--- config.mk ---
export PLATFORM = sky130hd
export DESIGN_NAME = tms_ctrl
export DESIGN_NICKNAME = d
export VERILOG_FILES = /design/src/design/tms_pkg.sv /design/src/design/tms_ctrl.sv
export SDC_FILE = /design/constraint.sdc
export NUM_CORES = 1
export LEC_CHECK = 0
export BUFFER_PORTS_ARGS = -buffer_cell sky130_fd_sc_hd__buf_2
export CORE_ASPECT_RATIO = 1.2
export CORE_UTILIZATION = 55
export CTS_CLUSTER_DIAMETER = 30
export DETAILED_ROUTE_END_ITERATION = 8
export PLACE_DENSITY = 0.82
export SYNTH_ARGS = -nofsm -noshare
export SYNTH_HDL_FRONTEND = slang
export SYNTH_SLANG_ARGS = --single-unit
--- constraint.sdc ---
create_clock -name clk -period 5.98 [get_ports clk]
set_input_delay 0.299 -clock clk [delete_from_list [all_inputs] [get_ports clk]]
set_output_delay 0.299 -clock clk [all_outputs]
set_load 0.005 [all_outputs]
--- src/design/tms_pkg.sv ---
`default_nettype none
package tms_pkg;

  localparam int TAPE_AW    = 12;
  localparam int TAPE_DEPTH = 4096;
  localparam int LEN_BITS   = 13;
  localparam int STATE_BITS = 6;
  localparam int SYM_BITS   = 8;
  localparam int RULE_AW    = STATE_BITS + SYM_BITS;
  localparam int STEP_BITS  = 24;
  localparam int CFG_IDX_BITS  = 3;
  localparam int CFG_DATA_BITS = 24;
  localparam int IN_DATA_BITS  = 48;
  localparam int OUT_DATA_BITS = 64;

  typedef enum logic [2:0] {
    CMD_LOAD_RULE = 3'd0,
    CMD_LOAD_TAPE = 3'd1,
    CMD_RESTART   = 3'd2,
    CMD_STEP      = 3'd3,
    CMD_READ      = 3'd4
  } cmd_t;

  typedef enum logic [2:0] {
    ST_DONE     = 3'd0,
    ST_RUNNING  = 3'd1,
    ST_HALTED   = 3'd2,
    ST_LIMIT    = 3'd3,
    ST_FULL     = 3'd4,
    ST_BADADDR  = 3'd5
  } status_t;

  typedef enum logic [1:0] {
    DIR_HALT  = 2'd0,
    DIR_LEFT  = 2'd1,
    DIR_RIGHT = 2'd2,
    DIR_SPARE = 2'd3
  } dir_t;

  typedef enum logic [2:0] {
    CFG_BLANK      = 3'd0,
    CFG_START_ST   = 3'd1,
    CFG_START_HEAD = 3'd2,
    CFG_INIT_LEN   = 3'd3,
    CFG_STEP_LIMIT = 3'd4
  } cfg_idx_t;

  typedef struct packed {
    logic [STATE_BITS-1:0] next_state;
    logic [1:0]            dir;
    logic [SYM_BITS-1:0]   wsym;
  } rule_t;

  typedef struct packed {
    logic [SYM_BITS-1:0]   blank_symbol;
    logic [STATE_BITS-1:0] start_state;
    logic [TAPE_AW-1:0]    start_head;
    logic [LEN_BITS-1:0]   initial_length;
    logic [STEP_BITS-1:0]  step_limit;
  } cfg_t;

  typedef struct packed {
    logic                we;
    logic [RULE_AW-1:0]  waddr;
    rule_t               wdata;
    logic [RULE_AW-1:0]  raddr;
  } rule_req_t;

  typedef struct packed {
    logic                we;
    logic [TAPE_AW-1:0]  waddr;
    logic [SYM_BITS-1:0] wdata;
    logic [TAPE_AW-1:0]  raddr;
  } tape_req_t;

endpackage
`default_nettype wire

--- src/design/tms_ctrl.sv ---
`default_nettype none
module tms_ctrl (
  input  wire logic                                clk,
  input  wire logic                                rst,
  input  wire tms_pkg::cfg_t                       cfg,
  input  wire logic                                s_tvalid,
  output logic                                     s_tready,
  input  wire logic [tms_pkg::IN_DATA_BITS-1:0]    s_tdata,
  input  wire logic [2:0]                          s_tuser,
  output logic                                     m_tvalid,
  input  wire logic                                m_tready,
  output logic [tms_pkg::OUT_DATA_BITS-1:0]        m_tdata,
  output logic [2:0]                               m_tuser,
  input  wire logic                                rule_busy,
  input  wire tms_pkg::rule_t                      rule_q,
  input  wire logic [tms_pkg::SYM_BITS-1:0]        tape_q,
  output tms_pkg::rule_req_t                       rule_req,
  output tms_pkg::tape_req_t                       tape_req
);

  typedef enum logic [5:0] {
    S_IDLE   = 6'b000001,
    S_ISSUE  = 6'b000010,
    S_LOOKUP = 6'b000100,
    S_APPLY  = 6'b001000,
    S_BLANK  = 6'b010000,
    S_FIN    = 6'b100000
  } fsm_t;

  fsm_t fsm, fsm_next;

  // latched item
  logic [2:0]                      cmd;
  logic [tms_pkg::STATE_BITS-1:0]  rule_state;
  logic [tms_pkg::SYM_BITS-1:0]    rule_symbol;
  logic [tms_pkg::SYM_BITS-1:0]    write_symbol;
  logic [1:0]                      move_dir;
  logic [tms_pkg::STATE_BITS-1:0]  next_state;
  logic [tms_pkg::TAPE_AW-1:0]     cell_address;

  // machine state
  logic [tms_pkg::TAPE_AW-1:0]     left_end,   left_end_next;
  logic [tms_pkg::TAPE_AW-1:0]     head,       head_next;
  logic [tms_pkg::LEN_BITS-1:0]    length,     length_next;
  logic [tms_pkg::STATE_BITS-1:0]  cur_state,  cur_state_next;
  logic [tms_pkg::STEP_BITS-1:0]   steps,      steps_next;
  logic                            halted,     halted_next;

  logic [2:0]                      status,     status_next;
  logic [tms_pkg::SYM_BITS-1:0]    sym,        sym_next;

  logic                            in_acc;
  logic                            out_free;
  logic [tms_pkg::LEN_BITS-1:0]    restart_len;
  logic [tms_pkg::TAPE_AW-1:0]     restart_head;
  logic                            tape_full;
  logic                            at_right;

  assign s_tready = (fsm == S_IDLE) && !rule_busy;
  assign in_acc   = s_tvalid && s_tready;
  assign out_free = !m_tvalid || m_tready;

  always_comb begin
    if (cfg.initial_length == '0)
      restart_len = tms_pkg::LEN_BITS'(1);
    else if (cfg.initial_length > tms_pkg::LEN_BITS'(tms_pkg::TAPE_DEPTH))
      restart_len = tms_pkg::LEN_BITS'(tms_pkg::TAPE_DEPTH);
    else
      restart_len = cfg.initial_length;
    if ({1'b0, cfg.start_head} < restart_len)
      restart_head = cfg.start_head;
    else
      restart_head = tms_pkg::TAPE_AW'(restart_len - 1'b1);
  end

  assign tape_full = length >= tms_pkg::LEN_BITS'(tms_pkg::TAPE_DEPTH);
  assign at_right  = ({1'b0, head} + 1'b1) >= length;

  // memory addresses: ring offset plus position relative to the left end
  always_comb begin
    rule_req.we    = 1'b0;
    rule_req.waddr = {rule_state, rule_symbol};
    rule_req.wdata = '{next_state: next_state, dir: move_dir, wsym: write_symbol};
    rule_req.raddr = {cur_state, tape_q};
    tape_req.we    = 1'b0;
    tape_req.waddr = left_end + ((fsm == S_ISSUE) ? cell_address : head);
    tape_req.wdata = rule_q.wsym;
    tape_req.raddr = left_end + ((cmd == tms_pkg::CMD_READ) ? cell_address : head);

    fsm_next       = fsm;
    left_end_next  = left_end;
    head_next      = head;
    length_next    = length;
    cur_state_next = cur_state;
    steps_next     = steps;
    halted_next    = halted;
    status_next    = status;
    sym_next       = sym;

    case (fsm)
      S_IDLE: begin
        if (in_acc) fsm_next = S_ISSUE;
      end
      S_ISSUE: begin
        status_next = tms_pkg::ST_DONE;
        sym_next    = '0;
        fsm_next    = S_FIN;
        case (cmd)
          tms_pkg::CMD_LOAD_RULE: rule_req.we = 1'b1;
          tms_pkg::CMD_LOAD_TAPE: begin
            tape_req.we    = 1'b1;
            tape_req.wdata = rule_symbol;
          end
          tms_pkg::CMD_RESTART: begin
            left_end_next  = '0;
            length_next    = restart_len;
            head_next      = restart_head;
            cur_state_next = cfg.start_state;
            steps_next     = '0;
            halted_next    = 1'b0;
          end
          tms_pkg::CMD_STEP: begin
            if (halted)
              status_next = tms_pkg::ST_HALTED;
            else if (steps >= cfg.step_limit)
              status_next = tms_pkg::ST_LIMIT;
            else
              fsm_next = S_LOOKUP;
          end
          tms_pkg::CMD_READ: begin
            if ({1'b0, cell_address} < length)
              fsm_next = S_LOOKUP;
            else
              status_next = tms_pkg::ST_BADADDR;
          end
          default: ;
        endcase
      end
      S_LOOKUP: begin
        // tape data is back; a read ends here, a step looks up its rule
        if (cmd == tms_pkg::CMD_READ) begin
          sym_next = tape_q;
          fsm_next = S_FIN;
        end else begin
          fsm_next = S_APPLY;
        end
      end
      S_APPLY: begin
        fsm_next = S_FIN;
        if (rule_q.dir != tms_pkg::DIR_LEFT && rule_q.dir != tms_pkg::DIR_RIGHT) begin
          halted_next = 1'b1;
          status_next = tms_pkg::ST_HALTED;
        end else if (((rule_q.dir == tms_pkg::DIR_LEFT) && (head == '0) ||
                      (rule_q.dir == tms_pkg::DIR_RIGHT) && at_right) && tape_full) begin
          halted_next = 1'b1;
          status_next = tms_pkg::ST_FULL;
        end else begin
          tape_req.we    = 1'b1;
          cur_state_next = rule_q.next_state;
          steps_next     = steps + 1'b1;
          sym_next       = rule_q.wsym;
          status_next    = tms_pkg::ST_RUNNING;
          if (rule_q.dir == tms_pkg::DIR_LEFT) begin
            if (head == '0) begin
              left_end_next = left_end - 1'b1;
              length_next   = length + 1'b1;
              fsm_next      = S_BLANK;
            end else begin
              head_next = head - 1'b1;
            end
          end else begin
            head_next = head + 1'b1;
            if (at_right) begin
              length_next = length + 1'b1;
              fsm_next    = S_BLANK;
            end
          end
        end
      end
      S_BLANK: begin
        // new end cell sits at left_end + head in both directions
        tape_req.we    = 1'b1;
        tape_req.wdata = cfg.blank_symbol;
        fsm_next       = S_FIN;
      end
      S_FIN: begin
        if (out_free) fsm_next = S_IDLE;
      end
      default: fsm_next = S_IDLE;
    endcase
  end

  always_ff @(posedge clk) begin
    if (rst) begin
      fsm       <= S_IDLE;
      left_end  <= '0;
      head      <= '0;
      length    <= tms_pkg::LEN_BITS'(1);
      cur_state <= '0;
      steps     <= '0;
      halted    <= 1'b0;
      m_tvalid  <= 1'b0;
    end else begin
      fsm       <= fsm_next;
      left_end  <= left_end_next;
      head      <= head_next;
      length    <= length_next;
      cur_state <= cur_state_next;
      steps     <= steps_next;
      halted    <= halted_next;
      if (fsm == S_FIN && out_free)
        m_tvalid <= 1'b1;
      else if (m_tready)
        m_tvalid <= 1'b0;
    end
  end

  always_ff @(posedge clk) begin
    status <= status_next;
    sym    <= sym_next;
    if (in_acc) begin
      cmd          <= s_tuser;
      rule_state   <= s_tdata[5:0];
      rule_symbol  <= s_tdata[13:6];
      write_symbol <= s_tdata[21:14];
      move_dir     <= s_tdata[23:22];
      next_state   <= s_tdata[29:24];
      cell_address <= s_tdata[41:30];
    end
    if (fsm == S_FIN && out_free) begin
      m_tuser <= status;
      m_tdata <= {1'b0, steps, length, sym, cur_state, head};
    end
  end

endmodule
`default_nettype wire

## Yosys cells after proc, flatten, opt, wreduce, memory -nomap -nowiden

Cells that the tools add are included.

| operators by class | value |
|---|---|
| reduce and logical (&&, ||, !) cells | 24 |
| equal/unequal tests | 26 |
| add/sub/neg operators | 9 |
| multiplexer cells | 70 |
| magnitude comparators | 6 |

Operators by type and width:

| operator | count |
|---|---|
| $mux W12 | 13 |
| $mux W13 | 8 |
| $mux W6 | 14 |
| $mux W24 | 3 |
| $pmux W12 S2 | 2 |
| $pmux W24 S2 | 1 |
| $pmux W6 S6 | 1 |
| $sub A12 B1 Y12 const B | 3 |
| $mux W8 | 4 |
| $lt A12 B13 Y1 | 2 |
| $pmux W13 S2 | 1 |
| $add A12 B12 Y12 | 2 |
| $add A24 B1 Y24 const B | 1 |
| $ge A24 B24 Y1 | 1 |
| $pmux W6 S2 | 2 |
| $pmux W8 S3 | 1 |
| $ne A2 B2 Y1 const B | 8 |
| $pmux W8 S2 | 1 |
| $add A12 B1 Y13 const B | 1 |
| $add A13 B1 Y13 const B | 1 |
| $ge A13 B13 Y1 | 1 |
| $ge A13 B13 Y1 const B | 1 |
| $gt A13 B13 Y1 const B | 1 |
| $logic_not A13 Y1 | 1 |
| other kinds (32) | 61 |

| storage, ports and cells | value |
|---|---|
| flip-flop bits (word level) | 197 |
| word-level logic and storage cells | 154 |
| input bits | 143 |
| output and inout port bits | 147 |

## Depth between registers and ports, before layout

Gate-level depths: netlist (run 1).

| logic depth | value |
|---|---|
| depth after elaboration | 8 |
| gate-level depth with buffers | 18 |
| depth with buffers taken out | 15 |

## Worst setup path after synthesis (run 1)

Ideal clock, no wire load.

| timing path | value |
|---|---|
| path type | register to register |
| from | register fsm[1] |
| to | register m_tdata[0] (netlist name) (enable) |
| data required time | 5482 ps |
| period minus slack after synthesis | 4100 ps |
| path buffers | 0 |
| path slack | 1880 ps |
| arrival | 3602 ps |
| cell stages (with the launch flop) | 4 |
| library setup time | 498 ps |
| path through | dfxtp_1 > nor2_1 > nand4b_1 > nor2b_1 |

| on the way | value |
|---|---|
| cells in the longest elaborated chain, start to end | 2 |

Ends and longest elaborated chain:

| element | RTL line | source |
|---|---|---|
| start: declaration | tms_ctrl.sv:30 | `fsm_t fsm, fsm_next;` |
| start signal: assignment | tms_ctrl.sv:204 | `fsm <= fsm_next;` |
| $eq A6 B6 Y1 | tms_ctrl.sv:230 | `if (fsm == S_FIN && out_free) begin` |
| $logic_and A1 B1 Y1 | tms_ctrl.sv:230 |  |
| end signal: assignment | tms_ctrl.sv:232 | `m_tdata <= {1'b0, steps, length, sym, cur_state, head};` |
| end: declaration | tms_ctrl.sv:12 | `output logic [tms_pkg::OUT_DATA_BITS-1:0] m_tdata,` |

Every way passes these cells.
A chain may end at the register's enable or synchronous reset.

==> flow_metrics.tcl, run 1 <==
set metrics [dict create \
    outcome "finished clean" \
    cts_hold_buf 0 \
    cts_resized 0 \
    min_period_ns 4.52 \
    drc 0 \
    avgSynthCellArea_um2 9.96 \
    dp_hpwl_um 23100 \
    drtIter0Drc 572 \
    vdd_ir_drop_max_uv 187 \
    syn-num-nets 1407 \
    synth-main-ff-cell "edfxtp_1" \
    vias 10000 \
    synth-seq-cells 197 \
    p_clk_frac 0.402 \
    async_flop_share 0 \
    worst-r2r-cell-count 15 \
    cp_data_arrival_time_ns 4.22 \
    die_width_um 134 \
    synth_edf_count 122 \
    pin_count 290 \
    holdCritStartpoint "s_tdata[17]" \
    fill_cells 1594 \
    worstPathRequired_ns 5.68 \
    r2r-start "head[4]" \
    synth.area.top_cells "edfxtp_1, dfxtp_1, ha_1" \
    pwr-share-comb 0.097 \
    clockBufferDepth 2 \
    cts_num_sinks 197 \
    postCtsSetupRepairBufs 0 \
    hold_path_depth 1 \
    max-cap-violations 0 \
    slew_viol_final 0 \
    cts_buffers 17 \
    synth_warnings 0 \
    grt_overflow 0 \
    grtUsageMet1 0.342 \
    start_kind "flop" \
    core_mm2 0.0205 \
    cts_tree "done" \
    grt_setup_unrepaired "no" \
    syn_area_mm2 0.0116 \
    finalHoldViolations 0 \
    end_kind "output pin" \
    p_seq_frac 0.501 \
    setup_ws_ns 1.46 \
    dpl.cell_count 1660 \
    fin_setup_tns_ns 0 \
    relSlewSlack 0.184 \
    io_buffer_count 282 \
    internal_power_uw 2180 \
    grt_pass1_vias 9509 \
    grt_busiest_layer "met2" \
    place_congestion 0.935 \
    grt_max_degree 60 \
    worstMarginPinSlew_ns 1.22 \
    final.period_utilization 0.755 \
    max_freq_mhz 221 \
    firstDrtPassIters 5 \
    crit_type "flop to output pin" \
    start_util 0.565 \
    diodes 0 \
    ys_seq_area_frac 0.446 \
    leakagePower_uw 0.00606 \
    synth_top_area_share 0.317 \
    dieArea_mm2 0.0216 \
    r2r_setup_slack_ns 1.47 \
    antenna_found_initial 0 \
    die_h_um 161 \
    grt_usage 0.283 \
    avgViaCountPerCell 5.93 \
    area_growth_pct 18.9 \
    pre_cts_slack_ns 1.60 \
    cts.htree.levels 4 \
    power_density_mw_per_mm2 216 \
    synth_top_area_cell "edfxtp_1" \
    path_max_fanout 8 \
    grt_pass1_wl_um 48100 \
    fin_skew_ns 0.0135 \
    worstHoldPathType "input port to flop" \
    syn_inst 1162 \
    finalWirelength_um 30500 \
    worstReg2RegEnd "length[7]" \
    wl_per_cell_um 18.0 \
    drive_gt1_frac 0.254 \
    min_to "write_symbol[3]" \
    clk_latency_ns 0.44 \
    final_nets 1659 \
    path_clk_slew_ns 0.08 \
    clockRootBuffer "clkbuf_16" \
    setup_viol 0 \
    grt_use_met2 0.499 \
    switching_share 0.268 \
    yosysUniqueCellTypes 70 \
    power_switching_uw 797 \
    final_antenna_net_count 0 \
    instances_no_fill 1692 \
    rows 57 \
    grtUsageMet3 0.0451 \
]
metal layers:
metal / share of wire / wire length (um) / up-vias
met3: 0.055 / 1670 / 61
met2: 0.51 / 15600 / 382
met5: 0 / 0 / -
met1: 0.40 / 12400 / 4777
li1: - / - / 4822
met4: 0.028 / 864 / 0
cells in the mapped netlist (all sizes together) (12+ instances only):
master / count
edfxtp: 122
xnor2: 41
nor2: 82
nand4: 13
o31ai: 26
or4: 21
nand3: 32
a21oi: 94
nor4: 12
buf: 23
ha: 99
o211ai: 16
dfxtp: 75
nand2: 113
clkbuf: 36
a31oi: 13
nor3: 23
xor2: 15
mux2: 17
a21o: 27
o21ai: 34
nor2b: 13
inv: 60
metrics by stage:
stage / instance area (um2) / total power (uW) / util / hold WS (ns)
final: 13800 / 2970 / 0.672 / 0.0268
after detailed placement: 13100 / 1800 / 0.641 / 0.405
after global routing: 13800 / 3070 / 0.672 / 0.00384
after floorplan: 11600 / 1680 / - / 0.398
after CTS: 13800 / 2990 / 0.672 / 0.00887
after global placement: 13100 / 1800 / 0.641 / 0.401
critical path, stage by stage, from the launching register on:
cell	delay (ns)
dfxtp_1	0.38
or4_4	0.60
or2_1	0.33
mux2_2	0.31
ha_1	0.21
fa_1	0.40
a21o_1	0.20
a21oi_1	0.22
o21bai_1	0.10
a21oi_1	0.23
o21ai_0	0.16
a21o_1	0.20
a21oi_1	0.18
xnor2_1	0.13
buf_2	0.13
layout by cell type (no fill, tap or decap), drive strengths merged, types with 34 or more instances in the layout:
cell type,n
ha,99
buf,292
o21ai,34
dfxtp,75
xnor2,41
inv,69
nor2,82
edfxtp,122
nand2,113
a21oi,94
power groups by stage:
stage / clock network, uW / registers, uW / logic (uW)
final: 1190 / 1490 / 289
after global routing: 1260 / 1490 / 317
after CTS: 1220 / 1490 / 287
after global placement: 0 / 1520 / 277
after detailed placement: 0 / 1520 / 284
after floorplan: 0 / 1510 / 166
state kept, by name, indices dropped and copies added, names as in the netlist:
register	count
m_tuser	3
rule_state	6
fsm	6
m_tdata	63
cmd	3
halted	1
cur_state	6
left_end	12
move_dir	2
status	3
rule_symbol	8
length	13
next_state	6
cell_address	12
m_tvalid	1
write_symbol	8
steps	24
head	12
sym	8
final cells by class:
class / count / area [um2] / share of cell area
multi-input cells: 845 / 5920 / 0.430
flip-flops and latches: 197 / 5160 / 0.375
repair buffers: 292 / 1490 / 0.108
clock buffers: 17 / 425 / 0.0309
well taps: 265 / 332 / 0.0241
inverters: 61 / 229 / 0.0166
clock inverters: 15 / 206 / 0.0150
how the worst max path moves through the flow:
stage	start	to	slack, ns
after floorplan	fsm[1]	m_tdata[0]	1.88
after global placement	head[4]	length[7]	1.71
after detailed placement	head[4]	length[7]	1.60
after CTS	fsm[3]	tape_req[30]	1.46
after global routing	head[4]	length[7]	1.13
final	fsm[3]	tape_req[30]	1.46
logic make-up (layout without fill, tap and decap cells):
group	count (synthesis)	in the layout	synth area share
compound gates	287	287	0.166
xor+xnor	56	56	0.0424
fa+ha+maj	102	102	0.112
buf+inv	120	385	0.0446
flops	197	197	0.446
mux	25	25	0.0235
other cells	1	1	0.000324
simple gates	374	374	0.165
Note: power is estimated with default switching activity, not from simulation.
==> run 2, diff against run 1 <==
- CORE_UTILIZATION: 55 -> 54
- PLACE_DENSITY: 0.82 -> 0.81
- clock period: 5.98 -> 4.6 ns (I/O delays scaled with it)
==> run 2 against run 1 <==
  * Power is 33% higher
  * Clock-buffer cell count did not move
  * Design area is 3.9% higher
  * Highest routed layer unchanged
  * Hold slack better by 0.029 ns
  * Combinational power rose by 45%
  * Die area grew 1.8%
  * Largest cell class unchanged
  * Clock skew rose by 0.0077 ns
  * Clock power grew 34%
  * Sequential share of layout area fell by 1.4 points
==> flow_metrics.tcl, run 2 (synthesis results as in run 1) <==
set metrics [dict create \
    largest_reg_flops 63 \
    grt_pass1_vias 9958 \
    max-cap-violations 0 \
    slew_viol_final 0 \
    fill_cells 1612 \
    worstPathRequired_ns 4.37 \
    worst_path_max_delay_cell "or4_4" \
    wl_per_cell_um 18.6 \
    drive_gt1_frac 0.252 \
    drtIter0Drc 644 \
    final_cell_mix "buf_2, edfxtp_1, nand2_1" \
    power_uw 3960 \
    path_clk_slew_ns 0.08 \
    place_area_mm2 0.0132 \
    pin_count 290 \
    dieArea_mm2 0.0220 \
    design_area_mm2 0.0143 \
    crit_chain "or4_4 > or2_4 > mux2_2 > ha_1 > fa_1 > a21o_1 > a21oi_2 > o21bai_1 > a21oi_2 > o21ai_0 > a21o_1 > a21oi_1 > xnor2_1 > buf_2" \
    final_antenna_net_count 0 \
    io_buffer_count 282 \
    multiInputGateArea_mm2 0.00593 \
    antenna_found_initial 0 \
    clockBufferDepth 2 \
    end_kind "output pin" \
    min_period_ns 4.32 \
    drc 0 \
    cts.htree.levels 4 \
    path_max_fanout 8 \
    grt_usage 0.295 \
    cp_data_arrival_time_ns 4.09 \
    layout_commonest_cell "buf_2" \
    die_width_um 136 \
    max_freq_mhz 232 \
    ff_latch_area_mm2 0.00516 \
    regMostFlops "m_tdata" \
    power_density_mw_per_mm2 277 \
    worstHoldPathType "input port to flop" \
    avgViaCountPerCell 5.95 \
    place_congestion 0.926 \
    cts_buffers 17 \
    start_kind "flop" \
    worstMarginPinSlew_ns 0.969 \
    vias 10400 \
    postCtsSetupRepairBufs 0 \
    dp_hpwl_um 23400 \
    outcome "finished clean" \
    core_mm2 0.0210 \
    critPathMaxStageDelay_ns 0.59 \
    grt_overflow 0 \
    critPathTopFamily "compound AO/OA/AOI/OAI gates" \
    area_growth_pct 23.5 \
    largestRegisters "m_tdata (63), steps (24), length (13)" \
    relSlewSlack 0.350 \
    finalWirelength_um 32600 \
    cp.buffers_inverters 1 \
    grt_setup_unrepaired "no" \
    start_util 0.552 \
    die_h_um 162 \
    rows 58 \
    finalHoldViolations 0 \
    fin_setup_tns_ns 0 \
    crit_type "flop to output pin" \
    firstDrtPassIters 7 \
    grt_max_degree 58 \
    clk_latency_ns 0.45 \
    hold_path_depth 3 \
    final.period_utilization 0.939 \
    worst-r2r-cell-count 15 \
    final_nets 1711 \
    setup_viol 0 \
    clockRootBuffer "clkbuf_16" \
    cts_tree "done" \
    vdd_ir_drop_max_uv 275 \
    fin_skew_ns 0.0212 \
    grt_pass1_wl_um 50600 \
    leakagePower_uw 0.00630 \
    cts_num_sinks 197 \
    path_depth 14 \
    diodes 0 \
]
## run 2: cell types whose count changed in the layout (fill, tap and decap cells not counted), sizes merged
cell / before / now
inv: 69 / 66
clkinv: 7 / 8
bufinv: 0 / 2
dlygate4sd3: 0 / 45
buf: 292 / 299
## run 2: path summary, 6_finish.rpt
check	startpoint	to	slack (ns)
worst max-delay path	fsm[3]	tape_req[30]	0.28
worst min-delay path	rule_q[14]	cur_state[4]	0.06
worst max register to register	head[2]	length[7]	0.34
worst min register to register	sym[1]	m_tdata[19]	0.42
## run 2: power by group
part	switching, uW	internal, uW
clock network	765	839
registers	28.6	1910
logic	228	190
total	1020	2940
## run 2: stage by stage
step | utilization | hold slack, ns | instances | setup WS (ns)
2_1_floorplan | - | 0.329 | 1162 | 0.500
3_3_place_gp | 0.629 | 0.401 | 1672 | 0.667
3_5_place_dp | 0.629 | 0.405 | 1672 | 0.564
4_1_cts | 0.681 | 0.0462 | 1749 | 0.0930
5_1_grt | 0.682 | 0.0412 | 1749 | 0.0678
6_report | 0.682 | 0.0558 | 1749 | 0.281
## run 2: tightest hold or removal path, stage by stage
cell and delay [ns]:
buf_2 0.10, nand2_1 0.04, a311oi_1 0.08
## run 2: area by class of cell
class | instances | share of cell area
sequential | 197 | 0.361
tap | 270 | 0.0236
clock buffer | 17 | 0.0298
clock inverter | 15 | 0.0147
inverter | 61 | 0.0160
multi-input combinational | 845 | 0.415
timing repair buffer | 344 | 0.140
## run 2: timing repair
action / 4_1_cts / 5_1_grt
gates resized for setup: 0 / 3
hold endpoints to repair: 45 / 0
hold buffers: 45 / 0
endpoints found under the setup margin: 0 / 1
## run 2: layer usage
metal  vias to the layer above  global-route usage  part of all wire
met5                         -                   0                 0
met3                        86              0.0526             0.068
li1                       4924                   -                 -
met1                      4948               0.360              0.40
met4                         0               0.114             0.035
met2                       454               0.513              0.50
